===== config.mk =====
export PLATFORM = sky130hd
export DESIGN_NAME = linear_quadtree_box_cell_index
export DESIGN_NICKNAME = d
export VERILOG_FILES = /design/src/rtl/lqb_pkg.sv /design/src/rtl/lqb_front.sv /design/src/rtl/lqb_fifo.sv /design/src/rtl/lqb_back.sv /design/src/rtl/linear_quadtree_box_cell_index.sv
export SDC_FILE = /design/constraint.sdc
export NUM_CORES = 2
export LEC_CHECK = 0
export BUFFER_PORTS_ARGS = -buffer_cell sky130_fd_sc_hd__clkbuf_2
export CAP_MARGIN = 40
export CORE_UTILIZATION = 25
export DETAILED_ROUTE_END_ITERATION = 16
export PLACE_DENSITY = 0.39
export SLEW_MARGIN = 20
export SYNTH_ARGS = -nofsm -noshare
export SYNTH_HDL_FRONTEND = slang
export SYNTH_SLANG_ARGS = --single-unit

===== constraint.sdc =====
create_clock -name clk -period 64.1 [get_ports clk]
set_clock_uncertainty 0.05 [all_clocks]
set_input_delay 12.82 -clock clk [delete_from_list [all_inputs] [get_ports clk]]
set_output_delay 12.82 -clock clk [all_outputs]
set_load 0.03 [all_outputs]

===== src/rtl/lqb_pkg.sv =====
// ----------------------------------------------------------------------------
// Linear quadtree box index package
// Shared widths, register indexes, the queue entry type and level offsets.
// ----------------------------------------------------------------------------
package lqb_pkg;

    localparam int COORD_BITS = 24;
    localparam int MAX_LEVEL  = 8;
    localparam int LEVEL_BITS = 4;
    localparam int CODE_BITS  = 2 * MAX_LEVEL;
    localparam int INDEX_BITS = 17;
    localparam int QUO_BITS   = MAX_LEVEL + 1;
    localparam int CFG_IDX_BITS = 3;

    // Register indexes of the configuration port.
    localparam logic [CFG_IDX_BITS-1:0] REG_WORLD_MIN_X = 3'd0;
    localparam logic [CFG_IDX_BITS-1:0] REG_WORLD_MIN_Y = 3'd1;
    localparam logic [CFG_IDX_BITS-1:0] REG_WORLD_MAX_X = 3'd2;
    localparam logic [CFG_IDX_BITS-1:0] REG_WORLD_MAX_Y = 3'd3;
    localparam logic [CFG_IDX_BITS-1:0] REG_LEVELS      = 3'd4;

    // Corner order inside a request.
    localparam int C_BX = 0;
    localparam int C_BY = 1;
    localparam int C_EX = 2;
    localparam int C_EY = 3;

    // One classified request as it waits for the back end.
    typedef struct packed {
        logic                            hit;
        logic [LEVEL_BITS-1:0]           lv;
        logic [COORD_BITS-1:0]           width_x;
        logic [COORD_BITS-1:0]           width_y;
        logic [3:0][COORD_BITS-1:0]      off;
    } lqb_entry_t;

    // Start of each level in the linear index: (4^level - 1) / 3.
    function automatic logic [INDEX_BITS-1:0] level_offset(input logic [LEVEL_BITS-1:0] lev);
        logic [INDEX_BITS-1:0] r;
        begin
            r = '0;
            case (lev)
                4'd0:    r = 17'd0;
                4'd1:    r = 17'd1;
                4'd2:    r = 17'd5;
                4'd3:    r = 17'd21;
                4'd4:    r = 17'd85;
                4'd5:    r = 17'd341;
                4'd6:    r = 17'd1365;
                4'd7:    r = 17'd5461;
                4'd8:    r = 17'd21845;
                default: r = 17'd0;
            endcase
            return r;
        end
    endfunction

endpackage


===== src/rtl/lqb_front.sv =====
// ----------------------------------------------------------------------------
// Linear quadtree box index front end
// Holds the configuration, tests the box against the world and clamps corners.
// ----------------------------------------------------------------------------
module lqb_front
    import lqb_pkg::*;
(
    input  logic                     clk,
    input  logic                     rst_n,
    input  logic                     cfg_we,
    input  logic [CFG_IDX_BITS-1:0]  cfg_index,
    input  logic [COORD_BITS-1:0]    cfg_data,
    input  logic                     in_valid,
    output logic                     in_ready,
    input  logic [COORD_BITS-1:0]    box_min_x,
    input  logic [COORD_BITS-1:0]    box_min_y,
    input  logic [COORD_BITS-1:0]    box_max_x,
    input  logic [COORD_BITS-1:0]    box_max_y,
    output logic                     push,
    output lqb_entry_t               push_entry,
    input  logic                     queue_full
);

    logic signed [COORD_BITS-1:0] wmin_x_reg, wmin_y_reg, wmax_x_reg, wmax_y_reg;
    logic [LEVEL_BITS-1:0]        levels_reg;
    logic                         valid_reg;
    lqb_entry_t                   entry_reg, entry_next;

    logic signed [COORD_BITS:0]   bx0, by0, bx1, by1;
    logic signed [COORD_BITS:0]   mnx, mny, mxx, mxy, lastx, lasty;
    logic signed [COORD_BITS:0]   px0, py0, px1, py1;
    logic signed [COORD_BITS:0]   dx0, dy0, dx1, dy1, wdx, wdy;

    // Configuration registers.
    always_ff @(posedge clk or negedge rst_n)
    begin
        if (!rst_n)
        begin
            wmin_x_reg <= '0;
            wmin_y_reg <= '0;
            wmax_x_reg <= 24'sd1024;
            wmax_y_reg <= 24'sd1024;
            levels_reg <= 4'd4;
        end
        else if (cfg_we)
        begin
            case (cfg_index)
                REG_WORLD_MIN_X: wmin_x_reg <= cfg_data;
                REG_WORLD_MIN_Y: wmin_y_reg <= cfg_data;
                REG_WORLD_MAX_X: wmax_x_reg <= cfg_data;
                REG_WORLD_MAX_Y: wmax_y_reg <= cfg_data;
                REG_LEVELS:      levels_reg <= cfg_data[LEVEL_BITS-1:0];
                default:         ;
            endcase
        end
    end

    // Sign-extend everything one bit so that the far edge minus one cannot wrap.
    always_comb
    begin
        bx0   = {box_min_x[COORD_BITS-1], box_min_x};
        by0   = {box_min_y[COORD_BITS-1], box_min_y};
        bx1   = {box_max_x[COORD_BITS-1], box_max_x};
        by1   = {box_max_y[COORD_BITS-1], box_max_y};
        mnx   = {wmin_x_reg[COORD_BITS-1], wmin_x_reg};
        mny   = {wmin_y_reg[COORD_BITS-1], wmin_y_reg};
        mxx   = {wmax_x_reg[COORD_BITS-1], wmax_x_reg};
        mxy   = {wmax_y_reg[COORD_BITS-1], wmax_y_reg};
        lastx = mxx - 25'sd1;
        lasty = mxy - 25'sd1;

        // Clamp the near corner up and the far corner down.
        px0 = (bx0 > mnx) ? bx0 : mnx;
        py0 = (by0 > mny) ? by0 : mny;
        px1 = (bx1 < lastx) ? bx1 : lastx;
        py1 = (by1 < lasty) ? by1 : lasty;

        dx0 = px0 - mnx;
        dy0 = py0 - mny;
        dx1 = px1 - mnx;
        dy1 = py1 - mny;
        wdx = mxx - mnx;
        wdy = mxy - mny;

        entry_next.hit = (mxx > mnx) && (mxy > mny) && (mnx <= bx1) && (bx0 <= mxx)
                         && (mny <= by1) && (by0 <= mxy);
        entry_next.lv  = (levels_reg > LEVEL_BITS'(MAX_LEVEL))
                         ? LEVEL_BITS'(MAX_LEVEL) : levels_reg;
        entry_next.width_x  = wdx[COORD_BITS-1:0];
        entry_next.width_y  = wdy[COORD_BITS-1:0];
        entry_next.off[C_BX] = dx0[COORD_BITS-1:0];
        entry_next.off[C_BY] = dy0[COORD_BITS-1:0];
        entry_next.off[C_EX] = dx1[COORD_BITS-1:0];
        entry_next.off[C_EY] = dy1[COORD_BITS-1:0];
    end

    assign push       = valid_reg && !queue_full;
    assign in_ready   = !valid_reg || !queue_full;
    assign push_entry = entry_reg;

    // Holding register for the classified request.
    always_ff @(posedge clk or negedge rst_n)
    begin
        if (!rst_n)
        begin
            valid_reg <= 1'b0;
        end
        else if (in_ready)
        begin
            valid_reg <= in_valid;
        end
    end

    always_ff @(posedge clk)
    begin
        if (in_ready && in_valid)
        begin
            entry_reg <= entry_next;
        end
    end

endmodule


===== src/rtl/lqb_fifo.sv =====
// ----------------------------------------------------------------------------
// Linear quadtree box index request queue
// Two-entry queue that decouples the front end from the divider pipeline.
// ----------------------------------------------------------------------------
module lqb_fifo
    import lqb_pkg::*;
(
    input  logic        clk,
    input  logic        rst_n,
    input  logic        push,
    input  lqb_entry_t  push_entry,
    output logic        full,
    input  logic        pop,
    output logic        not_empty,
    output lqb_entry_t  pop_entry
);

    lqb_entry_t  mem [0:1];
    logic        wr_ptr_reg, rd_ptr_reg;
    logic [1:0]  count_reg;

    assign full      = (count_reg == 2'd2);
    assign not_empty = (count_reg != 2'd0);
    assign pop_entry = mem[rd_ptr_reg];

    // Pointers and fill count.
    always_ff @(posedge clk or negedge rst_n)
    begin
        if (!rst_n)
        begin
            wr_ptr_reg <= 1'b0;
            rd_ptr_reg <= 1'b0;
            count_reg  <= 2'd0;
        end
        else
        begin
            if (push)
            begin
                wr_ptr_reg <= !wr_ptr_reg;
            end
            if (pop)
            begin
                rd_ptr_reg <= !rd_ptr_reg;
            end
            if (push && !pop)
            begin
                count_reg <= count_reg + 2'd1;
            end
            else if (pop && !push)
            begin
                count_reg <= count_reg - 2'd1;
            end
        end
    end

    // Storage.
    always_ff @(posedge clk)
    begin
        if (push)
        begin
            mem[wr_ptr_reg] <= push_entry;
        end
    end

endmodule


===== src/rtl/lqb_back.sv =====
// ----------------------------------------------------------------------------
// Linear quadtree box index back end
// Pipelined restoring division of the four corners, then Morton code and index.
// ----------------------------------------------------------------------------
module lqb_back
    import lqb_pkg::*;
(
    input  logic                    clk,
    input  logic                    rst_n,
    input  logic                    not_empty,
    input  lqb_entry_t              pop_entry,
    output logic                    pop,
    output logic                    out_valid,
    input  logic                    out_ready,
    output logic                    hit,
    output logic [INDEX_BITS-1:0]   cell_index,
    output logic [LEVEL_BITS-1:0]   cell_level,
    output logic [CODE_BITS-1:0]    cell_code
);

    localparam int NS = QUO_BITS;

    logic                              advance;
    logic [NS-1:0]                     valid_reg;
    logic                              hit_s_reg   [0:NS-1];
    logic [LEVEL_BITS-1:0]             lv_s_reg    [0:NS-1];
    logic [COORD_BITS-1:0]             wx_s_reg    [0:NS-1];
    logic [COORD_BITS-1:0]             wy_s_reg    [0:NS-1];
    logic [3:0][COORD_BITS-1:0]        rem_s_reg   [0:NS-1];
    logic [3:0][QUO_BITS-1:0]          quo_s_reg   [0:NS-1];
    logic [3:0][COORD_BITS-1:0]        rem_next    [0:NS-1];
    logic [3:0][QUO_BITS-1:0]          quo_next    [0:NS-1];

    logic                              out_valid_reg, hit_reg;
    logic [INDEX_BITS-1:0]             index_reg, index_next;
    logic [LEVEL_BITS-1:0]             level_reg, level_next;
    logic [CODE_BITS-1:0]              code_reg, code_next;

    // The whole pipeline moves when the output register can take a result.
    assign advance = !out_valid_reg || out_ready;
    assign pop     = advance && not_empty;

    // One quotient bit per stage and corner. The first stage tests off >= width.
    always_comb
    begin
        logic [COORD_BITS:0] t;
        logic [COORD_BITS:0] w;
        for (int s = 0; s < NS; s++)
        begin
            for (int c = 0; c < 4; c++)
            begin
                if (s == 0)
                begin
                    t = {1'b0, pop_entry.off[c]};
                    w = {1'b0, (c == C_BX || c == C_EX) ? pop_entry.width_x
                                                        : pop_entry.width_y};
                    quo_next[s][c] = '0;
                end
                else
                begin
                    t = {rem_s_reg[s-1][c], 1'b0};
                    w = {1'b0, (c == C_BX || c == C_EX) ? wx_s_reg[s-1] : wy_s_reg[s-1]};
                    quo_next[s][c] = {quo_s_reg[s-1][c][QUO_BITS-2:0], 1'b0};
                end
                if (t >= w)
                begin
                    t = t - w;
                    quo_next[s][c][0] = 1'b1;
                end
                rem_next[s][c] = t[COORD_BITS-1:0];
            end
        end
    end

    // Division stages.
    always_ff @(posedge clk or negedge rst_n)
    begin
        if (!rst_n)
        begin
            valid_reg <= '0;
        end
        else if (advance)
        begin
            valid_reg <= {valid_reg[NS-2:0], not_empty};
        end
    end

    always_ff @(posedge clk)
    begin
        if (advance)
        begin
            for (int s = 0; s < NS; s++)
            begin
                rem_s_reg[s] <= rem_next[s];
                quo_s_reg[s] <= quo_next[s];
                if (s == 0)
                begin
                    hit_s_reg[s] <= pop_entry.hit;
                    lv_s_reg[s]  <= pop_entry.lv;
                    wx_s_reg[s]  <= pop_entry.width_x;
                    wy_s_reg[s]  <= pop_entry.width_y;
                end
                else
                begin
                    hit_s_reg[s] <= hit_s_reg[s-1];
                    lv_s_reg[s]  <= lv_s_reg[s-1];
                    wx_s_reg[s]  <= wx_s_reg[s-1];
                    wy_s_reg[s]  <= wy_s_reg[s-1];
                end
            end
        end
    end

    // Scale to the level, saturate, interleave and find the common cell.
    always_comb
    begin
        logic [LEVEL_BITS-1:0] lv, used;
        logic [3:0][QUO_BITS-1:0] q;
        logic [QUO_BITS-1:0] top;
        logic [CODE_BITS-1:0] cb, ce, diff;
        lv   = lv_s_reg[NS-1];
        top  = QUO_BITS'((1 << lv) - 1);
        for (int c = 0; c < 4; c++)
        begin
            q[c] = quo_s_reg[NS-1][c] >> (LEVEL_BITS'(MAX_LEVEL) - lv);
            if (q[c] > top)
            begin
                q[c] = top;
            end
        end
        cb = '0;
        ce = '0;
        for (int i = 0; i < MAX_LEVEL; i++)
        begin
            cb[2*i]   = q[C_BX][i];
            cb[2*i+1] = q[C_BY][i];
            ce[2*i]   = q[C_EX][i];
            ce[2*i+1] = q[C_EY][i];
        end
        diff = cb ^ ce;
        used = '0;
        for (int i = 0; i < MAX_LEVEL; i++)
        begin
            if (diff[2*i +: 2] != 2'b00)
            begin
                used = LEVEL_BITS'(i + 1);
            end
        end
        level_next = lv - used;
        code_next  = cb >> {used, 1'b0};
        index_next = level_offset(level_next) + INDEX_BITS'(code_next);
        if (!hit_s_reg[NS-1])
        begin
            level_next = '0;
            code_next  = '0;
            index_next = '0;
        end
    end

    // Output register.
    always_ff @(posedge clk or negedge rst_n)
    begin
        if (!rst_n)
        begin
            out_valid_reg <= 1'b0;
        end
        else if (advance)
        begin
            out_valid_reg <= valid_reg[NS-1];
        end
    end

    always_ff @(posedge clk)
    begin
        if (advance)
        begin
            hit_reg   <= hit_s_reg[NS-1];
            index_reg <= index_next;
            level_reg <= level_next;
            code_reg  <= code_next;
        end
    end

    assign out_valid  = out_valid_reg;
    assign hit        = hit_reg;
    assign cell_index = index_reg;
    assign cell_level = level_reg;
    assign cell_code  = code_reg;

endmodule


===== src/rtl/linear_quadtree_box_cell_index.sv =====
// ----------------------------------------------------------------------------
// Linear quadtree box cell index
// Maps an axis-aligned box to the linear quadtree cell that contains it.
// ----------------------------------------------------------------------------
// Takes one box request per cycle while in_ready is high and returns one
// result per request, in order. The front-end register loads at acceptance,
// then the request passes through the request queue, the nine divider
// pipeline stages (one quotient bit per stage for all four corners) and the
// output register. Boxes that miss the world, or a world with an empty
// extent, give hit low with all other fields zero. Configuration must be
// written only while no request is in flight; the block does not enforce it.
module linear_quadtree_box_cell_index
    import lqb_pkg::*;
(
    input  logic                     clk,
    input  logic                     rst_n,
    input  logic                     cfg_we,
    input  logic [CFG_IDX_BITS-1:0]  cfg_index,
    input  logic [COORD_BITS-1:0]    cfg_data,
    input  logic                     in_valid,
    output logic                     in_ready,
    input  logic [COORD_BITS-1:0]    box_min_x,
    input  logic [COORD_BITS-1:0]    box_min_y,
    input  logic [COORD_BITS-1:0]    box_max_x,
    input  logic [COORD_BITS-1:0]    box_max_y,
    output logic                     out_valid,
    input  logic                     out_ready,
    output logic                     hit,
    output logic [INDEX_BITS-1:0]    cell_index,
    output logic [LEVEL_BITS-1:0]    cell_level,
    output logic [CODE_BITS-1:0]     cell_code
);

    logic        push, pop, queue_full, not_empty;
    lqb_entry_t  push_entry, pop_entry;

    lqb_front u_front (
        .clk        (clk),
        .rst_n      (rst_n),
        .cfg_we     (cfg_we),
        .cfg_index  (cfg_index),
        .cfg_data   (cfg_data),
        .in_valid   (in_valid),
        .in_ready   (in_ready),
        .box_min_x  (box_min_x),
        .box_min_y  (box_min_y),
        .box_max_x  (box_max_x),
        .box_max_y  (box_max_y),
        .push       (push),
        .push_entry (push_entry),
        .queue_full (queue_full)
    );

    lqb_fifo u_fifo (
        .clk        (clk),
        .rst_n      (rst_n),
        .push       (push),
        .push_entry (push_entry),
        .full       (queue_full),
        .pop        (pop),
        .not_empty  (not_empty),
        .pop_entry  (pop_entry)
    );

    lqb_back u_back (
        .clk        (clk),
        .rst_n      (rst_n),
        .not_empty  (not_empty),
        .pop_entry  (pop_entry),
        .pop        (pop),
        .out_valid  (out_valid),
        .out_ready  (out_ready),
        .hit        (hit),
        .cell_index (cell_index),
        .cell_level (cell_level),
        .cell_code  (cell_code)
    );

endmodule


# After elaboration in Yosys (flattened, before gate mapping)

Memories as Yosys holds them, arrays and structs flattened.
Cells that the tools add are included.

Register bits after elaboration: 302
Latch bits: 0
Memory bits (writable): 1963
Memory bits (read-only): 128
Bits of input ports: 128
Output and inout port bits: 40
Logic and storage cells: 273
Memories: 8

Add/sub/neg operators: 50
$mul: 0
Div/mod/pow operators: 0
Magnitude comparators: 51
Equality and inequality tests: 5
Shift operators: 6
Muxes and demuxes: 94
Bitwise gates (word level): 1
Reductions and logical operators: 35

Memory list:

| name             | words | width | read ports | clocked after Yosys merged registers in | write ports | RTL line       | text |
|---|---|---|---|---|---|---|---|
| u_back.rem_s_reg | 9     | 96    | 8          | 0                                       | 9           | lqb_back.sv:29 | `logic [3:0][COORD_BITS-1:0] rem_s_reg [0:NS-1];` |
| u_back.quo_s_reg | 9     | 36    | 9          | 0                                       | 9           | lqb_back.sv:30 | `logic [3:0][QUO_BITS-1:0] quo_s_reg [0:NS-1];` |
| u_fifo.mem       | 2     | 149   | 1          | 0                                       | 1           | lqb_fifo.sv:18 | `lqb_entry_t mem [0:1];` |
| u_back.wx_s_reg  | 9     | 24    | 8          | 0                                       | 9           | lqb_back.sv:27 | `logic [COORD_BITS-1:0] wx_s_reg [0:NS-1];` |
| u_back.wy_s_reg  | 9     | 24    | 8          | 0                                       | 9           | lqb_back.sv:28 | `logic [COORD_BITS-1:0] wy_s_reg [0:NS-1];` |
| (no name shown)  | 16    | 8     | 1          | 0                                       | 0           | lqb_pkg.sv:42  | `case (lev)` |
| 2 more memories  | -     | -     | -          | -                                       | -           | -              |  |

Operators with widths:

| cell                                                                   | number |
|---|---|
| 24-bit subtractor                                                      | 42 |
| 24-bit two-way mux                                                     | 40 |
| 25-bit by 24-bit greater-or-equal comparator with 1-bit output         | 32 |
| 24-bit greater-or-equal comparator                                     | 4 |
| 24-bit greater-than comparator                                         | 4 |
| 24-bit <= comparator                                                   | 4 |
| 24-bit by 25-bit < comparator with 1-bit output                        | 2 |
| 24-bit by 2-bit subtractor with 25-bit output (second input constant)  | 2 |
| 1-bit two-way mux                                                      | 41 |
| 9-bit greater-than comparator                                          | 4 |
| 9-bit by 4-bit >> shifter with 9-bit output                            | 4 |
| 8-bit two-way mux                                                      | 4 |
| 2-bit nonzero test                                                     | 10 |
| 17-bit by 16-bit adder with 17-bit output                              | 1 |
| 16-bit by 5-bit >> shifter with 16-bit output                          | 1 |
| 16-bit bitwise XOR                                                     | 1 |
| 3-bit two-way mux                                                      | 4 |
| 1-bit logical AND                                                      | 10 |
| 2-bit AND reduction                                                    | 5 |
| 1-bit by 4-bit left shift with 9-bit output (first input constant)     | 1 |
| 9-bit by 2-bit subtractor with 9-bit output (second input constant)    | 1 |
| 2-bit two-way mux                                                      | 4 |
| 1-bit zero test                                                        | 7 |
| 3-bit by 2-bit equality test with 1-bit output (second input constant) | 2 |
| other kinds (11)                                                       | 12 |

# Depth between registers and ports, before layout

An unclocked memory read counts as a cell.

Word-level depth: 18
Gate-level depth with buffers: 45
Depth with buffers taken out: 41

# Cells and area by module

A second synthesis with hierarchy kept.

Cell total of the unflattened synthesis: 11606
Area, all modules: 124844.7 µm²

By module, submodules not included:

| module    | times used | cells an instance | area an instance (µm²) | seq. area each (µm²) |
|---|---|---|---|---|
| lqb_back  | 1          | 8928              | 92598.8                | 42741.0 |
| lqb_front | 1          | 2198              | 20891.3                | 7005.5 |
| lqb_fifo  | 1          | 480               | 11354.6                | 9048.7 |

# Worst setup path before layout

No wires, ideal clock.

Path type: input to register
From: in out_ready
To: reg u_back.valid_reg[1]
Library setup time: 0.208 ns
Arrival time: 56.065 ns
Required time: 63.842 ns
Path slack: 7.777 ns
Cell stages on the path: 3
Path buffers: 1
Cell sequence: nand2b_1 -> clkbuf_1 -> mux2_2

Cells in the longest elaborated chain, start to end: 1

Ends and longest elaborated chain:

| item                   | RTL line                             | text |
|---|---|---|
| start: declaration     | linear_quadtree_box_cell_index.sv:27 | `input logic out_ready,` |
| 1-bit logical OR       | lqb_back.sv:40                       | `assign advance = !out_valid_reg \|\| out_ready;` |
| via u_back.advance     | lqb_back.sv:23                       | `logic advance;` |
| end signal: assignment | lqb_back.sv:84                       | `valid_reg <= {valid_reg[NS-2:0], not_empty};` |
| end: declaration       | lqb_back.sv:24                       | `logic [NS-1:0] valid_reg;` |

The timed path passes the listed nets, and every way through them passes these cells.
A chain may end at the register's enable or synchronous reset.

# Final worst setup path

From: in box_max_y[1]
To: reg u_front.entry_reg (netlist bit u_front.push_entry[95]), data pin

Cells in the longest elaborated chain, start to end: 3

Ends and longest elaborated chain:

| item                                            | RTL line                             | text |
|---|---|---|
| start: declaration                              | linear_quadtree_box_cell_index.sv:25 | `input logic [COORD_BITS-1:0] box_max_y,` |
| 24-bit by 25-bit < comparator with 1-bit output | lqb_front.sv:76                      | `py1 = (by1 < lasty) ? by1 : lasty;` |
| 24-bit two-way mux (*)                          | lqb_front.sv:76                      |  |
| 24-bit subtractor (*)                           | lqb_front.sv:81                      | `dy1 = py1 - mny;` |
| via u_front.dy1[23]                             | lqb_front.sv:32                      | `logic signed [COORD_BITS:0] dx0, dy0, dx1, dy1, wdx, wdy;` |
| end signal: assignment                          | lqb_front.sv:118                     | `entry_reg <= entry_next;` |
| end: declaration                                | lqb_front.sv:27                      | `lqb_entry_t entry_reg, entry_next;` |

The timed path passes the listed nets; every way through them passes the cells marked *.

==> run metrics <==
largest net degree at the start of global routing=138; top cells by area, synth=edfxtp_1 45%, ha_1 13%, mux2_2 5.1%; Ys Warns=0; Inserted Clock Buffers=243; syn_nets=13.08k; Worst Setup EP=u_front.push_entry[95]$_DFFE_PP_; gr ovfl total=0; Setup Viol. Count Final=0; max reg flops=768; most common cell in the netlist=edfxtp_1; crit path max fanout=42; core box area=497400 um2; Final Max Slew Viols=0; leading area contributor after synthesis=edfxtp_1; fmax=52.12 MHz; DIE AREA=roughly 500000 um2; Worst EP arrival=about 20 ns; Setup TNS Final=0 ns; final critical-path share of the clock period=29.93%; Mapped Area=124800 um2; P&R area growth vs syn=14.30%; Critical Path Sink Type=register; die height=roughly 700 um; # hold bufs at CTS=0; vias per inst=4.508; Row Count=259; Clock Latency Late Sink=roughly 0.96 ns; outcome=finished, violations left; number of I/O port buffers=roughly 170; CTS clk-pin slew, worst paths=0.06 ns; antenna violations before repair=6; FF-to-FF Start=u_back.lv_s_reg[0][32]$_DFFE_PP_; Required @ worst endpoint=roughly 65 ns; slowest stage cell on the critical path=or4_1; RSZ-0062 raised after global routing=false; DRC Markers=8; first-pass GRT wire length=about 540000 um; vias in the first global route=a little under 90k; clk buf depth=4; r2r setup slk=roughly 53 ns; post-synth top area share=44.80%; Avg Inst Size Synth=10.70 um2; RR Endpoint=u_back.cell_index[15]$_SDFFCE_PN0P_; Async SR Flop Fraction=5.817%; Seq/Total Area, Yosys=47.11%; Initial DRC Count=4436; crit path launch type=input port; H-tree levels=4; Final #Nets=13.41k; Sink Count=around 2k; Final HPWL DP=286600 um; GP Congestion=0.8420; Synth cell types=110; top-level port count=about 170; post-CTS setup buffer count=0; kind of critical path=input port to register; Worst Setup SP=box_max_y[1]; final antenna-violating net count=0; final wirelength=about 360000 um; Worst-Margin Slew=0.9370 ns; Global Route Usage Sum=13.91%; Post-synth EDFFs=1862; CTS root buf=clkbuf_16; hold slack=0.3311 ns; FF+latch count, synth=around 2.0k; # resized after CTS=0; ys flop type=edfxtp_1; share of layout cells above drive strength 1=11.26%; worst stage delay on the critical path=0.45 ns; number of iterations in the first detailed-routing pass=11; detailed-route wire length per cell=roughly 19 um; Max Cap Violations=0; fin crit period=approximately 19 ns; final count of hold timing violations=0; TritonCTS clock tree=built; Rel. slew slack=36.71%; commonest cells in the netlist=1862 x edfxtp_1, 1249 x ha_1, 1157 x inv_1; FF-to-FF path depth=37; via count of the routed design=85.03k; Syn Inst Count=11.66k; Die W=708.6 um; Initial Util=about 25%; failing checks=design-rule violations; worst hold path class=register to register
## how the worst min path moves through the flow
stage                                       startpoint                                  to  slack, ns  cells after the start
global placement    u_back.quo_s_reg[0][272]$_DFFE_PP_  u_back.quo_s_reg[0][309]$_DFFE_PP_       0.35                      0
CTS                   u_back.hit_s_reg[0][7]$_DFFE_PP_    u_back.hit_s_reg[0][8]$_DFFE_PP_       0.31                      0
finish                u_back.hit_s_reg[0][7]$_DFFE_PP_    u_back.hit_s_reg[0][8]$_DFFE_PP_       0.33                      0
detailed placement    u_back.hit_s_reg[0][3]$_DFFE_PP_    u_back.hit_s_reg[0][4]$_DFFE_PP_       0.35                      0
floorplan             u_back.hit_s_reg[0][0]$_DFFE_PP_    u_back.hit_s_reg[0][1]$_DFFE_PP_       0.35                      0
global route          u_back.hit_s_reg[0][7]$_DFFE_PP_    u_back.hit_s_reg[0][8]$_DFFE_PP_       0.31                      0
## area by class of cell
cell class / instances / area [um2]
repair buffers: 295 / 2307
fillers: 51750 / 354800
inverters: 1161 / 4358
well taps: 6655 / 8327
clock buffers: 294 / 6365
diodes: 2 / 5.005
multi-input cells: 8319 / 60930
flip-flops and latches: 1977 / 58800
clock inverters: 157 / 1569
## cell families (layout without fill, tap and decap cells)
kind of cell,after synthesis,count (layout),synth area share (%)
fa+ha+maj,1288,1288,13.15
buf+inv,1368,1907,4.170
mux,701,701,6.312
other cells,0,2,0
compound gates,2649,2649,13.24
flops,1977,1977,47.11
xor+xnor,656,656,4.603
simple gates,3025,3025,11.42
## through the flow
stage	utilization [%]	std cells	cell area [um2]	worst slack [ns]
after floorplan	-	11660	124800	7.777
after detailed placement	27.02	18390	134400	43.83
after global routing	28.68	18860	142700	44.38
after CTS	28.61	18850	142300	44.88
final	28.68	18860	142700	44.91
after global placement	26.92	18360	133900	43.82
## routing by layer
metal  global-route usage, %  routed length (um)
met5                       0                  39
met4                   4.379               12000
met3                   1.353                9130
met2                   24.17              170600
met1                   18.12              168100
## worst max-delay path: cells and delay by family
family,cells,cell delay (ns)
buffers and inverters,2,0.39
and+or+nand+nor,3,0.67
adders and majority gates,2,0.57
AOI/OAI and AO/OA,26,5.27
xor gates and xnor gates,1,0.09
## cells in the final DEF (no fill, tap or decap), types with 166 or more instances in the layout
cell type / n
a21o_1: 181
a21boi_0: 219
xnor2_1: 488
clkbuf_16: 245
nor3_1: 225
mux2_2: 561
inv_1: 1157
nand4_1: 210
nor2_1: 896
ha_1: 1249
nand3_1: 172
edfxtp_1: 1862
clkbuf_2: 166
a21oi_1: 841
xor2_1: 168
nor2b_1: 183
o21ai_0: 699
nand2_1: 843
Power is not shown: default switching activity piles up to over one toggle a cycle in this logic, so the estimate is an artifact.
